## src/rtl/pds_pkg.sv

```systemverilog
// Shared types and codes for the periodic deadline scheduler.
// No dependencies.
`default_nettype none

package pds_pkg;

  localparam int unsigned DEPTH_DEF = 64;

  // request codes
  localparam logic [1:0] REQ_ADD    = 2'd0;
  localparam logic [1:0] REQ_REMOVE = 2'd1;
  localparam logic [1:0] REQ_TICK   = 2'd2;

  // result status codes
  localparam logic [2:0] ST_ADDED    = 3'd0;
  localparam logic [2:0] ST_REPLACED = 3'd1;
  localparam logic [2:0] ST_REMOVED  = 3'd2;
  localparam logic [2:0] ST_NOTFOUND = 3'd3;
  localparam logic [2:0] ST_FULL     = 3'd4;
  localparam logic [2:0] ST_FIRED    = 3'd5;
  localparam logic [2:0] ST_NOTDUE   = 3'd6;
  localparam logic [2:0] ST_EMPTY    = 3'd7;

  // compare unit operand order
  localparam logic CMP_INS = 1'b0;  // entry deadline < key
  localparam logic CMP_DUE = 1'b1;  // key < entry deadline

  typedef struct packed {
    logic [7:0]  id;
    logic [7:0]  mode;
    logic [31:0] dl;
    logic [31:0] per;
  } entry_t;

  typedef struct packed {
    logic        id_eq;
    logic        lt;
    logic [31:0] sum_sat;
  } cmp_res_t;

endpackage

`default_nettype wire

```

## src/rtl/pds_cmp_unit.sv

```systemverilog
// Shared compare / add unit working on the entry just read from the table.
// Depends on pds_pkg (entry_t, cmp_res_t, compare op codes).
`default_nettype none

module pds_cmp_unit (
  input  logic              op,
  input  pds_pkg::entry_t   entry,
  input  logic [7:0]        key_id,
  input  logic [31:0]       key_dl,
  output pds_pkg::cmp_res_t res
);
  import pds_pkg::*;

  logic [32:0] sum;

  always_comb begin
    sum         = {1'b0, entry.dl} + {1'b0, entry.per};
    res.id_eq   = (entry.id == key_id);
    res.lt      = (op == CMP_DUE) ? (key_dl < entry.dl) : (entry.dl < key_dl);
    res.sum_sat = sum[32] ? 32'hFFFF_FFFF : sum[31:0];  // saturate on carry
  end

endmodule

`default_nettype wire

```

## config.mk

```make
export PLATFORM = sky130hd
export DESIGN_NAME = pds_cmp_unit
export DESIGN_NICKNAME = d
export VERILOG_FILES = /design/src/rtl/pds_pkg.sv /design/src/rtl/pds_cmp_unit.sv
export SDC_FILE = /design/constraint.sdc
export NUM_CORES = 1
export LEC_CHECK = 0
export ABC_AREA = 1
export BUFFER_PORTS_ARGS = -buffer_cell sky130_fd_sc_hd__buf_4
export CORE_ASPECT_RATIO = 0.6
export CORE_UTILIZATION = 51
export DETAILED_ROUTE_END_ITERATION = 8
export PLACE_DENSITY = 0.85
export REMOVE_ABC_BUFFERS = 1
export SLEW_MARGIN = 20
export SYNTH_ARGS = -nofsm -noshare
export SYNTH_HDL_FRONTEND = slang
export SYNTH_SLANG_ARGS = --single-unit
```

## constraint.sdc

```tcl
create_clock -name vclk -period 2.12
set_input_delay 0.106 -clock vclk [all_inputs]
set_output_delay 0.106 -clock vclk [all_outputs]
set_load 0.03 [all_outputs]
```

# ---- Word level (Yosys, flattened, before mapping)
# Index checks and enable logic that the tools add are counted.
dict set report totals {
  register_bits 0
  inputBits 121
  elab_cells 6
  out_inout_bits 34
}
dict set report classes {
  mux 2
  magnitude_cmp 2
  eq_ne 1
  n_addsub 1
}
# cell n
set ops {}
lappend ops {{32-bit < comparator} 2}
lappend ops {{32-bit by 32-bit adder with 33-bit output} 1}
lappend ops {{32-bit two-way mux} 1}
lappend ops {{8-bit == test} 1}
lappend ops {{1-bit two-way mux} 1}

# ---- Longest topological paths before layout
# Gate-level depths: netlist (run 1).
dict set report depth {
  depth_word 2
  ltp_mapped 16
  depth_no_buf 16
}

# ---- Least setup slack after synthesis (run 1)
# No wires, ideal clock.
dict set report synth_path {
  path_kind {input to output}
  from {in entry[0] (netlist bit)}
  to {out res[2] (netlist bit)}
  path_buffers 0
  arrival_ns 1.781
  setup_slack_ns 0.233
  t_required_ns 2.014
  path_stages 11
  path_cell_list {ha_1 -> fa_1 -> nand2_1 -> nand2_1 -> and2_4 -> nand2_2 -> nand2_2 -> nand2_1 -> nand2_2 -> a21oi_4 -> o21ai_0}
}
# element line
set synth_rtl {}
lappend synth_rtl {{from (decl)} pds_cmp_unit.sv:7} ;# input pds_pkg::entry_t entry,
lappend synth_rtl {{to (decl)} pds_cmp_unit.sv:10} ;# output pds_pkg::cmp_res_t res

==> results.toml, run 1 <==
[outcome]
outcome = "finished clean"

[clocking]
postCtsHoldBufs = 0

[min_path]
min_from = "entry[79]"
whs_endpoint = "res[33]"
hold_path.class = "input port to output pin"
hold_depth = 5

[power_and_ir_drop]
power_mw = 1.73
pwr-share-comb = 1.000
pwr-share-clk = 0
vdd_drop_max_mv = 0.284
p_seq_frac = 0
p_leak_nw = 3.08
powerDensity_nw_per_um2 = 347
p_int_uw = 721
switching_share = 0.583
power.switching_mw = 1.01

[placed_design]
portBuffers = 147
hpwl_um = 10700
dp.cells = 886
place_congestion = 0.971
place_area_sq_um = 4790

[die]
core_area_sq_um = 6360
num_rows = 22
ios = 155
initial_utilization = 0.551
die_h_um = 66.2
dieArea_sq_um = 7210
die_x_um = 109

[final_layout]
final_cells = 891
final_common_cell = "nand2_1"
final_cell_mix = "209 x nand2_1, 152 x buf_4, 138 x inv_1, 60 x ha_1, 46 x nor2_1"
antenna_cells = 0
drive_above_1_share = 0.275
nNetsFinal = 995
multiInputGateArea_sq_um = 3030
nFillCells = 505
final_util = 0.786
syn2layout_area_growth_pct = 42.7
seq_area_sq_um = 0
seq_cell_count = 0
finish.instance_area_sq_um = 4990
clkbuf_count = 0

[setup_path]
path_class = "input port to output pin"
start_kind = "input port"
cp.required_ns = 2.01
end_kind = "output pin"
worst-path-max-fanout = 8
arrival_ns = 1.98

[yosys]
yosysWarnings = 0
ys_types = 31
ys_seq_area_frac = 0
syn-instance-count = 644
syn-cell-area_sq_um = 3500
syn_avg_cell_area_sq_um = 5.44

[sta]
finalSetupViolations = 0
fmax_mhz = 480
worst_slew_pin_slew_ns = 0.371
timing.final.crit_share = 0.982
grt_setup_unrepaired = "true"
finalCriticalPeriod_ns = 2.08
hold_viol = 0
finalMaxSlewViolations = 0
relSlewSlack = 0.750

[global_routing]
grt_pass1_wl_um = 19400
grt_antenna_before_repair = 0
grt_max_degree = 11
gr-total-overflow = 0
grt_pass1_vias = 4274
grtUsageTotal = 0.343

[detailed_routing]
drt_first_pass_iters = 5
viasPerCell = 5.32
drt_iter0_drc = 426
ant_nets = 0
drc_errors = 0
vias = 4741
wl_um = 12400
wl_per_cell_um = 13.9

[run]
cap_violations = 0
## per-stage QoR
stage | setup TNS (ns) | setup WS [ns] | hold WS [ns]
after global placement | -0.190 | -0.0401 | 0.601
after floorplan | -7.27 | -0.456 | 0.428
final | 0 | 0.0377 | 0.605
after global routing | -0.712 | -0.0379 | 0.630
after detailed placement | -1.78 | -0.0884 | 0.604
after CTS | 0 | 0.000299 | 0.607
## power groups by stage
stage / sequential, mW / clock [mW] / combinational, mW
2_1_floorplan: 0 / 0 / 0.979
3_3_place_gp: 0 / 0 / 1.55
3_5_place_dp: 0 / 0 / 1.59
4_1_cts: 0 / 0 / 1.65
5_1_grt: 0 / 0 / 1.87
6_report: 0 / 0 / 1.73
## worst max path at each step
stage	startpoint	slack, ns	cells past startpoint	to
5_1_grt	entry[32]	-0.04	15	res[27]
4_1_cts	entry[32]	0.0003	15	res[2]
2_1_floorplan	entry[0]	-0.46	11	res[2]
3_5_place_dp	entry[0]	-0.09	14	res[2]
6_report	entry[25]	0.04	11	res[27]
3_3_place_gp	entry[0]	-0.04	14	res[2]
## cells in the mapped netlist (2+ instances only)
cell type	n	area [sq um]
nand3_1	30	150
nor4_1	2	12.5
inv_1	138	518
nand3_2	16	160
a21oi_1	41	205
nand2_1	212	796
o21bai_1	3	22.5
or2_2	3	18.8
xnor2_1	8	70.1
nor3_1	5	25.0
o21ai_0	19	95.1
nor2_1	47	176
nand4_1	10	62.6
a21o_1	2	15.0
inv_2	2	7.51
buf_6	3	33.8
ha_1	64	801
a21oi_2	5	43.8
o21a_1	3	22.5
nand2_2	9	56.3
xor2_1	12	105
## per-layer routing
metal / track usage / vias to the layer above / wire length (um)
met3: 0.0453 / 9 / 1580
li1: - / 2352 / -
met1: 0.510 / 2087 / 5690
met2: 0.532 / 293 / 5030
met5: 0 / - / 0
met4: 0.0372 / 0 / 96
## area by class of cell
cell class	instances	share of cell area
tap	84	0.0210
inverter	140	0.105
multi-input combinational	501	0.606
timing repair buffer	166	0.268
## cell families (layout without fill, tap and decap cells)
| group | after synthesis | in the layout | synth area share |
|---|---|---|---|
| adders and majority gates | 65 | 65 | 0.234 |
| xor gates and xnor gates | 20 | 20 | 0.0500 |
| and+or+nand+nor | 340 | 340 | 0.432 |
| buffers and inverters | 143 | 306 | 0.160 |
| AOI/OAI and AO/OA | 76 | 76 | 0.124 |
## worst max-delay path, stage by stage
cell	delay, ns
buf_4	0.11
ha_1	0.36
a21oi_1	0.30
o21ai_0	0.16
a21oi_1	0.15
nand2_1	0.11
a21oi_4	0.15
buf_12	0.15
buf_12	0.15
nand3_2	0.09
buf_6	0.14
## what timing repair did
action | 4_1_cts | 5_1_grt
hold endpoints to repair | 0 | 0
setup endpoints to repair | 32 | 32
cloned | 1 | 0
pin swaps | 4 | 4
gates resized for setup | 14 | 23
setup buffers | 3 | 1
Power figures use the tool's default switching activity.
==> run 2: changes to the inputs <==
--- a/config.mk
+++ b/config.mk
@@ -8,11 +8,11 @@
 export ABC_AREA = 1
 export BUFFER_PORTS_ARGS = -buffer_cell sky130_fd_sc_hd__buf_4
 export CORE_ASPECT_RATIO = 0.6
-export CORE_UTILIZATION = 51
+export CORE_UTILIZATION = 25
 export DETAILED_ROUTE_END_ITERATION = 8
-export PLACE_DENSITY = 0.85
 export REMOVE_ABC_BUFFERS = 1
 export SLEW_MARGIN = 20
 export SYNTH_ARGS = -nofsm -noshare
 export SYNTH_HDL_FRONTEND = slang
 export SYNTH_SLANG_ARGS = --single-unit
+export TNS_END_PERCENT = 1
==> run 2 against run 1 <==
Effect of this change:
- count of clock-buffer cells in the layout stayed put
- flip-flop and latch count stayed put
- final cell count is 13% higher
- critical path type unchanged
- critical endpoint is now res[29]
- largest power group unchanged
==> results.toml, run 2 (synthesis results as in run 1) <==
[die]
dieArea_sq_um = 14500
ios = 155
core_area_sq_um = 13700
initial_utilization = 0.256
die_h_um = 93.7
die_x_um = 155
num_rows = 33

[sta]
finalCriticalPeriod_ns = 2.06
finalMaxSlewViolations = 0
timing.final.crit_share = 0.972
hold_viol = 0
finalSetupViolations = 0
relSlewSlack = 0.760
worst_slew_pin_slew_ns = 0.359
fmax_mhz = 485
hold_ws_ns = 0.612
grt_setup_unrepaired = "true"

[detailed_routing]
wl_per_cell_um = 12.4
drc_errors = 0
viasPerCell = 4.35
wl_um = 12500
ant_nets = 0
drt_first_pass_iters = 5
drt_iter0_drc = 246
vias = 4395

[final_layout]
final_cell_mix = "206 x nand2_1, 138 x inv_1, 137 x buf_4, 57 x ha_1, 45 x nor2_1"
antenna_cells = 0
seq_area_sq_um = 0
drive_above_1_share = 0.292
seq_cell_count = 0
syn2layout_area_growth_pct = 53.1
finish.instance_area_sq_um = 5360
nNetsFinal = 1006
clkbuf_count = 0
final_common_cell = "nand2_1"

[setup_path]
path_class = "input port to output pin"
arrival_ns = 1.96
cp.required_ns = 2.01
end_kind = "output pin"
crit_start = "entry[32]"
worst-path-max-fanout = 5
start_kind = "input port"

[power_and_ir_drop]
powerDensity_nw_per_um2 = 342
p_leak_nw = 3.18
vdd_drop_max_mv = 0.140

[global_routing]
grt_pass1_wl_um = 20500
grt_antenna_before_repair = 0
grt_pass1_vias = 4230
gr-total-overflow = 0
grtUsageTotal = 0.176
grt_max_degree = 11

[outcome]
outcome = "finished clean"

[min_path]
hold_path.class = "input port to output pin"
min_from = "entry[74]"

[run]
cap_violations = 0

[placed_design]
place_area_sq_um = 5000
portBuffers = 147
place_congestion = 0.846
hpwl_um = 11400
## run 2: final timing paths
check	to	slack, ns	cells past startpoint
max	res[29]	0.06	15
min	res[33]	0.61	5
## run 2: through the flow
step                      TNS (ns)  worst slack (ns)  total power, mW  std cells   util
final                            0            0.0585             1.83       1010  0.392
after global routing        -0.628           -0.0533             2.03       1010  0.392
after CTS                        0          0.000610             1.70       1007  0.373
after detailed placement     -1.28           -0.0887             1.64       1003  0.366
after global placement       -1.37           -0.0767             1.63       1003  0.366
after floorplan              -7.27            -0.456            0.979        641      -
## run 2: power breakdown
| part | switching, mW | leakage [nW] | internal [mW] | total [mW] |
|---|---|---|---|---|
| Clock | 0 | 0 | 0 | 0 |
| Sequential | 0 | 0 | 0 | 0 |
| Combinational | 1.02 | 3.18 | 0.811 | 1.83 |
| Total | 1.02 | 3.18 | 0.811 | 1.83 |
## run 2: worst max-delay path, stage by stage
cell	delay, ns
buf_8	0.10
ha_4	0.16
fa_2	0.39
nand2_2	0.09
nand2_2	0.05
and2_4	0.14
nand2_2	0.05
nand2_2	0.05
nand2_2	0.06
nand2_2	0.06
a21oi_4	0.20
buf_12	0.15
buf_12	0.13
nand3_2	0.08
buf_6	0.14
## run 2: repair_timing
action / in CTS / in global routing
buffers inserted: 3 / 2
pin swaps: 1 / 7
endpoints found under the setup margin: 29 / 32
gates resized for setup: 10 / 63
hold buffers: 0 / 0
cloned: 1 / 1
## run 2: routing by layer
metal	wire length [um]	up-vias	track usage
met2	4760	117	0.255
li1	-	2377	-
met5	0	-	0
met4	27	0	0.00660
met3	753	2	0.0175
met1	6980	1899	0.282
## run 2: final cells by class
class              instances  area [sq um]
inverters                140           526
well taps                192           240
fillers                 1525          8310
multi-input cells        501          3050
repair buffers           177          1540
